--- src/sv/jgr_pkg.sv ---
// shared types and constants for the jacobi grid relaxation block
package jgr_pkg;

  localparam int unsigned CmdW = 2;

  typedef enum logic [CmdW-1:0] {
    CMD_WRITE = 2'd0,
    CMD_RUN   = 2'd1,
    CMD_READ  = 2'd2,
    CMD_NONE  = 2'd3
  } cmd_e;

  typedef enum logic [1:0] {
    REG_GRID_SIZE  = 2'd0,
    REG_EPSILON    = 2'd1,
    REG_MAX_SWEEPS = 2'd2,
    REG_UNUSED     = 2'd3
  } reg_e;

  localparam int unsigned SweepW = 16;
  localparam int unsigned SizeW  = 7;

  // controller to datapath
  typedef struct packed {
    logic       wr_cell;   // write input cell to both copies
    logic       rd_cell;   // read newest copy at input address
    logic       sweep_clr; // clear change max, start sweep
    logic       sweep_rd;  // issue stencil reads for current cell
    logic       sweep_wr;  // write result of current cell
    logic       flip;      // swap copies
  } dp_cmd_t;

endpackage

--- src/sv/jgr_ctrl.sv ---
// command sequencer: cell access and sweep scan over the grid
module jgr_ctrl #(
  parameter int unsigned MaxDim = 64,
  parameter int unsigned IdxW   = 6,
  parameter int unsigned CellW  = 23
) (
  input  logic                         clk_i,
  input  logic                         rst_ni,
  input  logic                         in_valid_i,
  output logic                         in_ready_o,
  input  jgr_pkg::cmd_e                cmd_i,
  input  logic [IdxW-1:0]              row_i,
  input  logic [IdxW-1:0]              col_i,
  input  logic                         inside_i,
  input  logic [jgr_pkg::SizeW-1:0]    grid_size_i,
  input  logic [jgr_pkg::SweepW-1:0]   max_sweeps_i,
  input  logic [CellW-1:0]             rd_data_i,
  input  logic [CellW-1:0]             change_i,
  input  logic                         above_eps_i,
  output jgr_pkg::dp_cmd_t             dp_cmd_o,
  output logic [IdxW-1:0]              row_o,
  output logic [IdxW-1:0]              col_o,
  output logic                         interior_o,
  output logic                         out_valid_o,
  input  logic                         out_ready_i,
  output logic [CellW-1:0]             cell_value_o,
  output logic [jgr_pkg::SweepW-1:0]   sweep_count_o,
  output logic [CellW-1:0]             final_change_o,
  output logic                         hit_limit_o
);
  import jgr_pkg::*;

  localparam int unsigned DimW = $clog2(MaxDim + 1);

  typedef enum logic [6:0] {
    ST_IDLE   = 7'b0000001,
    ST_READ   = 7'b0000010,
    ST_SCAN   = 7'b0000100,
    ST_DRAIN  = 7'b0001000,
    ST_SETTLE = 7'b0010000,
    ST_CHECK  = 7'b0100000,
    ST_OUT    = 7'b1000000
  } state_e;

  state_e state_q, state_d;
  logic [IdxW-1:0] r_q, r_d, c_q, c_d;
  logic            wr_v_q, wr_v2_q;
  logic [DimW-1:0] n_q;
  logic [SweepW-1:0] lim_q, cnt_q;
  logic [CellW-1:0]  cv_q, fc_q;
  logic              hl_q;
  logic              accept, last_cell, rd_inside_q;
  logic [DimW-1:0]   n_clip;
  logic [IdxW-1:0]   n_last;

  assign accept = in_valid_i && in_ready_o;
  assign in_ready_o = (state_q == ST_IDLE) && !out_valid_o;
  assign out_valid_o = (state_q == ST_OUT);

  always_comb begin
    if (grid_size_i < SizeW'(3)) begin
      n_clip = DimW'(3);
    end else if (32'(grid_size_i) > MaxDim) begin
      n_clip = DimW'(MaxDim);
    end else begin
      n_clip = DimW'(grid_size_i);
    end
  end
  assign n_last    = IdxW'(n_q - DimW'(1));
  assign last_cell = (r_q == n_last) && (c_q == n_last);

  always_comb begin
    r_d = r_q;
    c_d = c_q;
    if (state_q == ST_SCAN) begin
      if (c_q == n_last) begin
        c_d = '0;
        r_d = r_q + IdxW'(1);
      end else begin
        c_d = c_q + IdxW'(1);
      end
    end else if (accept || state_q == ST_DRAIN) begin
      r_d = '0;
      c_d = '0;
    end
  end

  always_comb begin
    state_d = state_q;
    case (state_q)
      ST_IDLE: begin
        if (accept) begin
          case (cmd_i)
            CMD_READ: state_d = ST_READ;
            CMD_RUN:  state_d = ST_SCAN;
            default:  state_d = ST_OUT;
          endcase
        end
      end
      ST_READ:   state_d = ST_OUT;
      ST_SCAN:   if (last_cell) state_d = ST_DRAIN;
      ST_DRAIN:  state_d = ST_SETTLE;
      ST_SETTLE: state_d = ST_CHECK;
      ST_CHECK: begin
        if (above_eps_i && cnt_q < lim_q) begin
          state_d = ST_SCAN;
        end else begin
          state_d = ST_OUT;
        end
      end
      ST_OUT:   if (out_ready_i) state_d = ST_IDLE;
      default:  state_d = ST_IDLE;
    endcase
  end

  always_ff @(posedge clk_i or negedge rst_ni) begin
    if (!rst_ni) begin
      state_q <= ST_IDLE;
      r_q <= '0;
      c_q <= '0;
      wr_v_q <= 1'b0;
      wr_v2_q <= 1'b0;
      cnt_q <= '0;
      hl_q <= 1'b0;
      rd_inside_q <= 1'b0;
    end else begin
      state_q <= state_d;
      r_q <= r_d;
      c_q <= c_d;
      wr_v_q <= (state_q == ST_SCAN);
      wr_v2_q <= wr_v_q;
      if (accept) begin
        cnt_q <= '0;
        hl_q <= 1'b0;
        rd_inside_q <= inside_i;
      end
      if (state_q == ST_DRAIN) begin
        cnt_q <= cnt_q + SweepW'(1);
      end
      if (state_q == ST_CHECK && state_d == ST_OUT) begin
        hl_q <= above_eps_i;
      end
    end
  end

  always_ff @(posedge clk_i) begin
    if (accept) begin
      n_q   <= n_clip;
      lim_q <= (max_sweeps_i == '0) ? SweepW'(1) : max_sweeps_i;
      cv_q  <= '0;
      fc_q  <= '0;
    end
    if (state_q == ST_READ) begin
      cv_q <= rd_inside_q ? rd_data_i : '0;
    end
    if (state_q == ST_CHECK) begin
      fc_q <= change_i;
    end
  end

  // write-back of the last cell lands in settle, so the swap waits until then
  always_comb begin
    dp_cmd_o = '0;
    dp_cmd_o.wr_cell   = accept && (cmd_i == CMD_WRITE) && inside_i;
    dp_cmd_o.rd_cell   = accept && (cmd_i == CMD_READ);
    dp_cmd_o.sweep_clr = (accept && cmd_i == CMD_RUN) || (state_q == ST_CHECK);
    dp_cmd_o.sweep_rd  = (state_q == ST_SCAN);
    dp_cmd_o.sweep_wr  = wr_v2_q;
    dp_cmd_o.flip      = (state_q == ST_SETTLE);
  end

  // address to stores: input address on transfer, scan address otherwise
  always_comb begin
    if (state_q == ST_IDLE) begin
      row_o = row_i;
      col_o = col_i;
    end else begin
      row_o = r_q;
      col_o = c_q;
    end
  end
  assign interior_o = (r_q != '0) && (c_q != '0) && (r_q != n_last) && (c_q != n_last);

  assign cell_value_o   = cv_q;
  assign sweep_count_o  = cnt_q;
  assign final_change_o = fc_q;
  assign hit_limit_o    = hl_q;

  a_ready_idle: assert property (@(posedge clk_i) disable iff (!rst_ni)
    in_ready_o |-> state_q == ST_IDLE) else $error("ready outside idle");
  a_out_hold: assert property (@(posedge clk_i) disable iff (!rst_ni)
    out_valid_o && !out_ready_i |=> out_valid_o) else $error("result dropped");
  a_cnt_lim: assert property (@(posedge clk_i) disable iff (!rst_ni)
    state_q == ST_CHECK |-> cnt_q <= lim_q && cnt_q != '0) else $error("sweep count");

endmodule

--- config.mk ---
export PLATFORM = sky130hd
export DESIGN_NAME = jgr_ctrl
export DESIGN_NICKNAME = d
export VERILOG_FILES = /design/src/sv/jgr_pkg.sv /design/src/sv/jgr_ctrl.sv
export SDC_FILE = /design/constraint.sdc
export NUM_CORES = 1
export LEC_CHECK = 0
export BUFFER_PORTS_ARGS = -buffer_cell sky130_fd_sc_hd__clkbuf_2
export CORE_MARGIN = 1.5
export CORE_UTILIZATION = 46
export DETAILED_ROUTE_END_ITERATION = 7
export GPL_ROUTABILITY_DRIVEN = 0
export HOLD_SLACK_MARGIN = 0.1
export PLACE_DENSITY_LB_ADDON = 0.12
export SKIP_LAST_GASP = 1
export SYNTH_ARGS = -nofsm -noshare
export SYNTH_HDL_FRONTEND = slang
export SYNTH_SLANG_ARGS = --single-unit
--- constraint.sdc ---
create_clock -name clk_i -period 2.6 [get_ports clk_i]
set_clock_uncertainty 0.2 [all_clocks]
set_input_delay 0.52 -clock clk_i [delete_from_list [all_inputs] [get_ports clk_i]]
set_output_delay 0.52 -clock clk_i [all_outputs]
set_load 0.005 [all_outputs]
==> impl_summary.log <==
[metrics] status: complete, but fails checks
[metrics] violations in the final reports: DRC, setup timing
[metrics] cts bufs inserted: 9
[metrics] Cell Area, Placed: 6530 sq um
[metrics] Max clock buf depth: 2
[metrics] leading register cell type out of synthesis: edfxtp_1
[metrics] I/O pin total: 173
[metrics] Core Box Area: 11500 sq um
[metrics] critical path capture point: interior_o
[metrics] yosys synthesis warning count: 0
[metrics] power per cell area: 752 nW/um^2
[metrics] worst-case setup slack after placement: 0.110 ns
[metrics] start of the worst register-to-register path: n_q[3]$_SDFFCE_PP0P_
[metrics] Worst Setup Start Kind: flip-flop
[metrics] actual transition at the worst max-transition pin: 0.615 ns
[metrics] Net Count, Synth: 598
[metrics] most common cell in the synthesized netlist: edfxtp_1
[metrics] placed cell count: 784
[metrics] die boundary width: 112 um
[metrics] Slew headroom: 59.0%
[metrics] Die Ht: 112 um
[metrics] post-detail-place hpwl: 9100 um
[metrics] Clock Tree Root: clkbuf_16
[metrics] wire per inst: 14.9 um
[metrics] diode count: 0
[metrics] buffers plus inverters on the worst setup path: 1
[metrics] Syn Inst Count: 484
[metrics] Synth top area share: 37.3%
[metrics] Final Core Density: 60.9%
[metrics] standard-cell rows: 39
[metrics] global-route wire length before repair: 19500 um
[metrics] Critical Path Fanout Max: 7
[metrics] Worst R2R Setup Slack: 0.19 ns
[metrics] Die Outline Area: 12600 sq um
[metrics] fin area: 7010 sq um
[metrics] final number of max-transition violations: 0
[metrics] post-synthesis register bit count: 107
[metrics] later-pin clock latency in the skew report: 0.35 ns
[metrics] Port-buffer cells: 172
[metrics] cell type with the largest total area after synthesis: edfxtp_1
[metrics] relative area change from synthesis to final layout: 28.0%
[metrics] All-Layer GR Usage: 19.6%
[metrics] data arrival time of the worst path: 2.10 ns
[metrics] Setup TNS: -0.217 ns
[metrics] Levels on crit path: 5
[metrics] clock tree from TritonCTS: built
[metrics] cells along the critical path: xor3_1, a311oi_2, o211ai_1, and4_1, clkbuf_2
[metrics] final non-filler cell total: 816
[metrics] RSZ-0062 raised after global routing: yes
[metrics] clk sink count: 107
[metrics] CP delay by family, top: flip-flops
[metrics] number of nets in the finished design: 782
[metrics] post-detailed-route via-to-cell ratio: 5.12
[metrics] path depth of the worst reg2reg path: 6
[metrics] share of cells above drive strength 1: 37.3%
[metrics] library cell contributing the largest single delay on the critical path: edfxtp_1
[metrics] reg2reg end: state_q[2]$_DFF_PN0_
[metrics] worst path setup slack after routing: -0.217 ns
[metrics] DRT Wirelength: 12100 um
[metrics] maximum number of pins on one net before global-route repair: 24
[metrics] Post-synth ARST share: 36.4%
[metrics] largest stage delay on the critical path: 0.61 ns
[metrics] endpoint required time on the critical path: 1.88 ns
[metrics] leakage dissipation: 0.00339 uW
[metrics] highest clock rate: 0.355 GHz
[metrics] DR iter-0 viols: 287
[metrics] type of element capturing the critical path: output port
[metrics] Synth area leaders: edfxtp_1, dfrtp_1, ha_1
[metrics] clock edge transition at the registers on the reported setup and hold paths: 0.07 ns
[metrics] number of detailed-route iterations in the first pass: 7
[metrics] proportion of synthesized chip area in sequential cells: 55.1%
[metrics] most instantiated cells after synthesis: edfxtp_1, and2_1, dfrtp_1
[metrics] final-report hold violation count: 0
[metrics] Clock H-tree levels: 3
[metrics] critical path class: flip-flop to output port
[metrics] min cycle time layout: 2.82 ns
[metrics] Mean Syn Cell Area: 11.3 sq um
[metrics] drc violations: 17
[metrics] Initial Utilization: 47.5%
[metrics] synthesized area: 5480 sq um
[metrics] Setup Viol. Count Final: 1
[metrics] ratio of final minimum period to clock period: 108%
[metrics] number of synthesized flops with an enable pin: 68
[metrics] vias in the first global route: 4047
[metrics] startpoint of the most critical setup path: n_q[3]$_SDFFCE_PP0P_
[metrics] total overflow reported by the global router: 0
[metrics] HP Class: flip-flop to flip-flop
[metrics] number of distinct library cells after synthesis: 63
[metrics] Max rail drop VDD: 0.317 mV
[metrics] total vias in the final route: 4181
[metrics] initial antenna violation count: 0
[metrics] antenna viol nets, final: 0
[metrics] max-capacitance violation count: 0
==> through the flow <==
step / hold slack (ns) / total power (uW)
2_1_floorplan: 0.0244 / 3120
3_3_place_gp: 0.135 / 3700
6_report: 0.156 / 5270
4_1_cts: 0.151 / 5190
5_1_grt: 0.150 / 5560
3_5_place_dp: 0.143 / 3750
==> layout make-up <==
class                      count  area (sq um)
clock buffer                  13           250
clock inverter                 3          40.0
fill                         930          4510
inverter                      36           140
multi-input combinational    307          2210
sequential                   107          3020
tap                          143           179
timing repair buffer         207          1170
==> sequential cells by signal, summed over array words and instances, names as in the netlist <==
register / cells
c_q: 6
cell_value_o: 23
final_change_o: 23
hit_limit_o: 1
lim_q: 16
n_q: 6
r_q: 6
rd_inside_q: 1
state_q: 7
sweep_count_o: 16
wr_v2_q: 1
wr_v_q: 1
==> power breakdown <==
group	internal [uW]	switching [uW]	total (uW)
Combinational	772	797	1570
Sequential	2200	156	2360
Clock	771	576	1350
==> worst min-delay path by stage <==
stage | start | end | slack (ns) | cells past startpoint
finish | wr_v_q$_DFF_PN0_ | wr_v2_q$_DFF_PN0_ | 0.16 | 0
floorplan | rst_ni | c_q[0]$_DFFE_PN0P_ | 0.02 | 0
CTS | max_sweeps_i[14] | lim_q[14]$_SDFFCE_PN0P_ | 0.15 | 1
global placement | wr_v_q$_DFF_PN0_ | wr_v2_q$_DFF_PN0_ | 0.14 | 0
global route | max_sweeps_i[14] | lim_q[14]$_SDFFCE_PN0P_ | 0.15 | 1
detailed placement | wr_v_q$_DFF_PN0_ | wr_v2_q$_DFF_PN0_ | 0.14 | 0
==> worst reg2reg max path, delay by kind of cell, from the launching register on <==
family / cells / cell delay [ns]
xor+xnor: 1 / 0.41
flops: 1 / 0.61
compound gates: 4 / 0.88
buf+inv: 1 / 0.16
==> cells by family after synthesis <==
| logic type | share of synthesized area [%] |
|---|---|
| fa+ha+maj | 5.71 |
| mux | 2.56 |
| buf+inv | 5.39 |
| xor+xnor | 3.75 |
| simple gates | 20.3 |
| compound gates | 7.15 |
| flops | 55.1 |
==> timing repair <==
item | CTS | global route
hold buffers | 1 | 0
endpoints found under the hold margin | 20 | 0
resized for setup | 9 | 4
pin swaps | 5 | 5
gates cloned | 0 | 1
setup buffers | 8 | 6
endpoints found under the setup margin | 11 | 10
==> placed cells by master, fill, tap and decap left out, types with 4 or more instances in the layout <==
| master | count |
|---|---|
| dfrtp_1 | 35 |
| xnor2_1 | 7 |
| nor2b_1 | 8 |
| nand3_1 | 24 |
| o21ai_0 | 27 |
| inv_1 | 33 |
| clkbuf_16 | 10 |
| nor3_1 | 4 |
| and2_1 | 49 |
| and3_1 | 10 |
| nand4_1 | 10 |
| mux2_2 | 8 |
| a21oi_1 | 11 |
| mux2i_1 | 5 |
| nand2_1 | 31 |
| buf_4 | 31 |
| nor4_1 | 7 |
| ha_1 | 24 |
| xor2_1 | 6 |
| nor2_1 | 21 |
| o211ai_1 | 6 |
| edfxtp_1 | 68 |
| clkbuf_2 | 172 |
==> layer usage <==
metal	share of wire, %	wire [um]	track usage [%]
met1	44	5370	25.5
met2	48	5850	32.8
met3	6.2	758	3.89
met4	1.4	168	7.26
met5	0	0	0
(Power assumes the default switching activity.)
